==> src/rtl/ssp_pkg.sv <==
`timescale 1ns / 1ps
`default_nettype none

package ssp_pkg;

  // Default sizes of the block
  localparam int LOG2_POINTS_DEF = 12;
  localparam int SAMPLE_BITS_DEF = 24;
  localparam int PHASE_BITS_DEF  = 18;

  // Fixed field widths
  localparam int BIN_W          = 12;
  localparam int KERR_COEFF_W   = 32;
  localparam int DISP_COEFF_W   = 48;
  localparam int CFG_INDEX_W    = 8;
  localparam int CFG_DATA_W     = 48;

  // Sign plus four integer bits ahead of the fraction
  localparam int SAMPLE_INT_BITS = 5;
  // Fraction bits of the two coefficients, in turns
  localparam int KERR_TURN_BITS  = 40;
  localparam int DISP_TURN_BITS  = 48;
  // Operand split of the wide phase products
  localparam int MUL_SPLIT       = 32;

  // Rotation unit
  localparam int ANGLE_W          = 32;
  localparam int CORDIC_W         = 32;
  localparam int CORDIC_FRAC      = 30;
  localparam int CORDIC_STEPS     = 28;
  localparam int CORDIC_PER_STAGE = 4;
  localparam int CORDIC_STAGES    = CORDIC_STEPS / CORDIC_PER_STAGE;
  localparam logic signed [CORDIC_W-1:0] CORDIC_INV_GAIN = 32'sd652032874;

  // Register indexes of the configuration port
  localparam logic [CFG_INDEX_W-1:0] REG_KERR_PHASE_COEFF       = 8'd0;
  localparam logic [CFG_INDEX_W-1:0] REG_DISPERSION_PHASE_COEFF = 8'd1;

  // atan(2^-i) in 2^-32 turns
  function automatic logic [ANGLE_W-1:0] atan_turn(input int i);
    case (i)
      0:       atan_turn = 32'h2000_0000;
      1:       atan_turn = 32'h12E4_051E;
      2:       atan_turn = 32'h09FB_385B;
      3:       atan_turn = 32'h0511_11D4;
      4:       atan_turn = 32'h028B_0D43;
      5:       atan_turn = 32'h0145_D7E1;
      6:       atan_turn = 32'h00A2_F61E;
      7:       atan_turn = 32'h0051_7C55;
      8:       atan_turn = 32'h0028_BE53;
      9:       atan_turn = 32'h0014_5F2F;
      10:      atan_turn = 32'h000A_2F98;
      11:      atan_turn = 32'h0005_17CC;
      12:      atan_turn = 32'h0002_8BE6;
      13:      atan_turn = 32'h0001_45F3;
      14:      atan_turn = 32'h0000_A2FA;
      15:      atan_turn = 32'h0000_517D;
      16:      atan_turn = 32'h0000_28BE;
      17:      atan_turn = 32'h0000_145F;
      18:      atan_turn = 32'h0000_0A30;
      19:      atan_turn = 32'h0000_0518;
      20:      atan_turn = 32'h0000_028C;
      21:      atan_turn = 32'h0000_0146;
      22:      atan_turn = 32'h0000_00A3;
      23:      atan_turn = 32'h0000_0051;
      24:      atan_turn = 32'h0000_0029;
      25:      atan_turn = 32'h0000_0014;
      26:      atan_turn = 32'h0000_000A;
      27:      atan_turn = 32'h0000_0005;
      default: atan_turn = 32'h0000_0000;
    endcase
  endfunction

endpackage

`default_nettype wire

==> src/rtl/ssp_cordic_stage.sv <==
`timescale 1ns / 1ps
`default_nettype none

module ssp_cordic_stage #(
  parameter int SAMPLE_BITS = ssp_pkg::SAMPLE_BITS_DEF,
  parameter int STAGE       = 0
) (
  input  logic                                clk,
  input  logic                                rst,
  input  logic                                in_valid,
  output logic                                in_ready,
  input  logic signed [ssp_pkg::CORDIC_W-1:0] x_in,
  input  logic signed [ssp_pkg::CORDIC_W-1:0] y_in,
  input  logic [ssp_pkg::ANGLE_W-1:0]         z_in,
  input  logic                                flip_in,
  input  logic signed [SAMPLE_BITS-1:0]       re_in,
  input  logic signed [SAMPLE_BITS-1:0]       im_in,
  output logic                                out_valid,
  input  logic                                out_ready,
  output logic signed [ssp_pkg::CORDIC_W-1:0] x_out,
  output logic signed [ssp_pkg::CORDIC_W-1:0] y_out,
  output logic [ssp_pkg::ANGLE_W-1:0]         z_out,
  output logic                                flip_out,
  output logic signed [SAMPLE_BITS-1:0]       re_out,
  output logic signed [SAMPLE_BITS-1:0]       im_out
);

  localparam int FIRST = STAGE * ssp_pkg::CORDIC_PER_STAGE;

  logic signed [ssp_pkg::CORDIC_W-1:0] xs, ys;
  logic [ssp_pkg::ANGLE_W-1:0]         zs;

  // Micro-rotations towards zero residual angle
  always_comb begin
    logic signed [ssp_pkg::CORDIC_W-1:0] dx, dy;
    xs = x_in;
    ys = y_in;
    zs = z_in;
    for (int j = 0; j < ssp_pkg::CORDIC_PER_STAGE; j++) begin
      dx = ys >>> (FIRST + j);
      dy = xs >>> (FIRST + j);
      if (!zs[ssp_pkg::ANGLE_W-1]) begin
        xs = xs - dx;
        ys = ys + dy;
        zs = zs - ssp_pkg::atan_turn(FIRST + j);
      end else begin
        xs = xs + dx;
        ys = ys - dy;
        zs = zs + ssp_pkg::atan_turn(FIRST + j);
      end
    end
  end

  logic v;
  assign in_ready  = !v || out_ready;
  assign out_valid = v;

  always_ff @(posedge clk) begin
    if (rst) begin
      v <= 1'b0;
    end else if (in_ready) begin
      v <= in_valid;
    end
  end

  always_ff @(posedge clk) begin
    if (in_ready) begin
      x_out    <= xs;
      y_out    <= ys;
      z_out    <= zs;
      flip_out <= flip_in;
      re_out   <= re_in;
      im_out   <= im_in;
    end
  end

endmodule

`default_nettype wire

==> config.mk <==
export PLATFORM = sky130hd
export DESIGN_NAME = ssp_cordic_stage
export DESIGN_NICKNAME = d
export VERILOG_FILES = /design/src/rtl/ssp_pkg.sv /design/src/rtl/ssp_cordic_stage.sv
export SDC_FILE = /design/constraint.sdc
export NUM_CORES = 1
export LEC_CHECK = 0
export BUFFER_PORTS_ARGS = -buffer_cell sky130_fd_sc_hd__buf_4
export CORE_ASPECT_RATIO = 0.9
export CORE_MARGIN = 2
export CORE_UTILIZATION = 45
export DETAILED_ROUTE_END_ITERATION = 10
export PLACE_DENSITY = 0.62
export SYNTH_ARGS = -nofsm -noshare
export SYNTH_HDL_FRONTEND = slang
export SYNTH_SLANG_ARGS = --single-unit
==> constraint.sdc <==
create_clock -name clk -period 38 [get_ports clk]
set_clock_uncertainty 0.2 [all_clocks]
set_input_delay 5.7 -clock clk [delete_from_list [all_inputs] [get_ports clk]]
set_output_delay 5.7 -clock clk [all_outputs]
set_load 0.005 [all_outputs]
After elaboration in Yosys (flattened, before gate mapping):

Index checks and enable logic that the tools add are counted.

* reductions and logical operators: 2
* multiplexer cells: 20
* add/subtract/negate cells: 23

Operator list (count)
* two-way mux 32 bit: 20
* subtractor 32 bit: 6
* adder 32 bit: 5
* adder 32 x 29 -> 32 bit: 2
* adder 32 x 30 -> 32 bit: 2
* adder 32 x 31 -> 32 bit: 2
* subtractor 32 x 29 -> 32 bit: 2
* subtractor 32 x 30 -> 32 bit: 2
* subtractor 32 x 31 -> 32 bit: 2
* zero test 1 bit: 1
* logical OR 1 bit: 1

* register bits after elaboration: 146
* word-level logic and storage cells: 52
* output and inout port bits: 147

Longest topological paths before layout:

* word-level depth: 12
* depth in mapped cells: 52
* depth with buffers taken out: 52

Least setup slack after synthesis:

No wires, ideal clock.

* path kind: in2reg
* from: input port z_in[29] (netlist name)
* to: register y_out[25] (netlist name), data pin
* buffers on the path: 5
* setup slack: 20.129 ns
* library setup time: 0.275 ns
* data arrival time: 17.396 ns
* stages: 50
* data required time: 37.525 ns
* path through: inv_1 fa_1 clkbuf_1 inv_2 ha_1 o21ai_0 nand2b_1 a31o_2 a211oi_1 o21ai_0 a2111oi_0 o21a_1 o31ai_1 a221o_1 clkbuf_1 inv_1 clkbuf_1 clkbuf_1 [... 14 more ...] o21ai_0 inv_1 ha_1 nor2b_1 o21ai_0 a21boi_0 o21a_1 o22ai_1 o21ai_0 o211a_1 a31oi_1 a21oi_1 a2111oi_0 o21ai_0 a21oi_1 o21bai_1 a211oi_1 a2111oi_0

* word-level cells in the longest chain between the ends: 7
* elaborated cells between the ends (all ways): 20
* those cells by class: add/sub: 12; mux: 8

RTL lines
* start: declaration: RTL line ssp_cordic_stage.sv:14 `input logic [ssp_pkg::ANGLE_W-1:0] z_in,`
* subtractor 32 bit / adder 32 bit (equally long branches): RTL line ssp_cordic_stage.sv:45, ssp_cordic_stage.sv:49
* two-way mux 32 bit *: RTL line ssp_cordic_stage.sv:42 `if (!zs[ssp_pkg::ANGLE_W-1]) begin`
* two-way mux 32 bit (tied with other cells): RTL line ssp_cordic_stage.sv:42
* adder 32 x 30 -> 32 bit (tied with other cells): RTL line ssp_cordic_stage.sv:44 `ys = ys + dy;`
* two-way mux 32 bit (tied with other cells): RTL line ssp_cordic_stage.sv:42
* adder 32 x 29 -> 32 bit (tied with other cells): RTL line ssp_cordic_stage.sv:44
* two-way mux 32 bit *: RTL line ssp_cordic_stage.sv:42
* net ys, one bit: RTL line ssp_cordic_stage.sv:30 `logic signed [ssp_pkg::CORDIC_W-1:0] xs, ys;`
* end signal: assignment: RTL line ssp_cordic_stage.sv:69 `y_out <= ys;`
* end: declaration: RTL line ssp_cordic_stage.sv:21 `output logic signed [ssp_pkg::CORDIC_W-1:0] y_out,`

Mark *: on every way through the listed nets, which the timed path passes. The rest lies on a longest branch.
A chain may end at the register's enable or synchronous reset.

Worst setup path after layout:

* from: input port z_in[31] (netlist name)
* to: register y_out[30] (netlist name), data pin

* word-level cells in the longest chain between the ends: 7
* elaborated cells between the ends (all ways): 26
* those cells by class: add/sub: 16; mux: 10

RTL lines (RTL line)
* two-way mux 32 bit (tied with other cells): ssp_cordic_stage.sv:42
* adder 32 x 31 -> 32 bit (tied with other cells): ssp_cordic_stage.sv:44
* two-way mux 32 bit (tied with other cells): ssp_cordic_stage.sv:42
* adder 32 x 30 -> 32 bit (tied with other cells): ssp_cordic_stage.sv:44
* two-way mux 32 bit (tied with other cells): ssp_cordic_stage.sv:42
* adder 32 x 29 -> 32 bit (tied with other cells): ssp_cordic_stage.sv:44
* two-way mux 32 bit *: ssp_cordic_stage.sv:42
* net ys, one bit: ssp_cordic_stage.sv:30

Marked as above.

==> metrics.txt <==
CP max FO between 50 and 60; top cell family by delay on the critical path compound AO/OA/AOI/OAI gates; grt ovf 0; vias in the first global route 24.5k; Critical Path Slowest Stage Cell a2111oi_0; largest net degree at the start of global routing 96; detailed placer's ending HPWL ~66000 µm; All-Layer GR Usage 24.4%; Synth-to-Final Area Change 12.8%; final setup vio count 0; Die H approximately 240 µm; yosys warns 0; Distinct cells, synth between 100 and 150; Least-Margin Pin Slew 1.02 ns; num rows 86; FF/Latch Area ~0.0044 mm²; Buffers on Ports 295; CP Class in2reg; Worst Setup End Kind flip-flop; hold_buf cts 0; DR WL/cell 17.2 µm; Routed WL roughly 80000 µm; CTS tree built; synthesized area 0.0280 mm²; FMAX 52.4 MHz; Seq cells post-synth ~150; CTS root buffer clkbuf_16; clock latency at the later pin of the worst-skew pair 0.46 ns; clk sinks ~150; Crit path buffers/inverters 9; # fillers 6103; share of cells above drive strength 1 roughly 11%; Clock transition at path regs roughly 0.080 ns; antenna viol nets, final 0; clk buf depth 2; die area 0.0643 mm²; Inserted Clock Buffers 17; average vias per placed instance 5.75; final hold violation count 0; antenna violations before repair 0; Layout Nets around 4.4k; EDFF count, synth 145; Synth Area per Inst 7.82 µm²; via count about 27k; Cells after Synth ~3.6k; H-tree depth 4; CP Launch Type input pin; Synth Flop Type edfxtp_1; MaxCap Viol Count 0; chip width 267 µm; Post-CTS Setup Bufs 0; relative slew slack 30.5%; DRC viols 0; status completed; slack of the worst reg-to-reg path 35.27 ns; drt pass-1 iters 6; IO Pins just under 300; Setup TNS 0 ns; fin crit share 50.3%; Initial DRC Count 2109; antenna diode count 0; crit path DAT 19.12 ns; max-slew violation count 0; gp weighted congestion between 0.9 and 1; Worst Hold Class reg2reg; reg2reg path depth 3; Initial Util 45.6%; Core ar. 0.0614 mm²; CP max stage delay between 0.5 and 0.6 ns; FFs w/ async S/R, synth 0%; critical path depth in cells 50; first-pass GRT wire length 129000 µm; sequential area share after synthesis 15.6%; area of the multi-input gates about 0.022 mm²; Syn Nets 4137; hold path depth 1; RSZ-0062 raised after global routing false; CP required 38.02 ns; Tmin final 19.10 ns; post-cts sizing count 0
[routing by layer]
layer	routed length (µm)	GRT usage, %
met3	3610	1.53
met2	34800	37.9
met5	0	0
met1	41100	37.1
met4	958	4.77
[worst paths after layout]
kind | startpoint | to
setup reg to reg | out_valid$_SDFFE_PP0P_ | y_out[29]$_DFFE_PP_
setup / recovery | z_in[31] | y_out[30]$_DFFE_PP_
hold reg to reg | out_valid$_SDFFE_PP0P_ | z_out[14]$_DFFE_PP_
hold / removal | out_valid$_SDFFE_PP0P_ | z_out[14]$_DFFE_PP_
[area by class of cell]
class                      instances  share of cell area, %
multi-input combinational       3084                   70.5
sequential                       146                   13.8
timing repair buffer             307                   7.28
tap                              836                   3.31
inverter                         262                   3.11
clock buffer                      17                   1.34
clock inverter                    15                  0.629
[flip-flops by register name, indices dropped and copies added, names as in the netlist]
name and count:
flip_out 1, out_valid 1, im_out 24, re_out 24, z_out 32, x_out 32
y_out 32
[placed cells by master, fill, tap and decap left out, drive strengths merged, types with 14 or more instances in the layout]
cell type and count:
a2111oi 20, a211oi 54, a21o 123, a21oi 358, a31oi 73, and2 28, and3 39, buf 307
clkbuf 17, edfxtp 145, ha 387, inv 269, mux2i 19, nand2 191, nand2b 43, nand3 81
nand4 23, nor2 308, nor2b 42, nor3 86, nor3b 17, nor4 39, o211ai 34, o21a 55
o21ai 213, o21bai 53, o31a 14, o31ai 37, o41ai 14, or2 36, or3 41, xnor2 292
xor2 151
[per-stage QoR]
| step | hold WS, ns | utilization, % | instances | setup WS [ns] | cell area, µm² |
|---|---|---|---|---|---|
| floorplan | 3.32 | - | 3588 | 20.13 | 28000 |
| global placement | 0.708 | 50.5 | 4635 | 18.83 | 31000 |
| detailed placement | 0.706 | 50.5 | 4635 | 18.56 | 31000 |
| CTS | 0.721 | 51.5 | 4667 | 19.04 | 31600 |
| global route | 0.765 | 51.5 | 4667 | 17.69 | 31600 |
| finish | 0.720 | 51.5 | 4667 | 18.90 | 31600 |
[cell families (layout without fill, tap and decap cells)]
kind of cell / count (synthesis) / count (layout) / synth area share, %
xor+xnor: 444 / 444 / 14.0
buf+inv: 358 / 601 / 4.92
simple gates: 1020 / 1020 / 18.2
compound gates: 1197 / 1197 / 28.2
mux: 23 / 23 / 0.883
fa+ha+maj: 400 / 400 / 18.2
flops: 146 / 146 / 15.6
[worst reg2reg max path: stages (launching register included)]
cell	delay, ns
dfxtp_1	0.34
nand2b_4	0.34
buf_4	0.65
buf_4	0.76
[synthesized netlist by cell type (37+ instances only)]
master / n / area [µm²]
and3_1: 39 / 244
nand3_1: 81 / 405
a31oi_1: 73 / 457
xnor2_1: 289 / 2530
nor3_1: 86 / 430
nor4_1: 37 / 231
nand2b_1: 43 / 269
nand2_1: 190 / 713
a21o_1: 123 / 923
a21oi_1: 358 / 1790
clkbuf_1: 66 / 248
xor2_1: 151 / 1320
o21ai_0: 203 / 1020
inv_1: 260 / 976
a211oi_1: 51 / 383
o21a_1: 55 / 413
nor2b_1: 41 / 257
or3_1: 40 / 250
edfxtp_1: 145 / 4350
nor2_1: 308 / 1160
ha_1: 387 / 4840
o21bai_1: 53 / 398
Power is left out: the tool's default activity adds up to more than one toggle a clock period on the data nets, which glitch-free logic cannot reach.
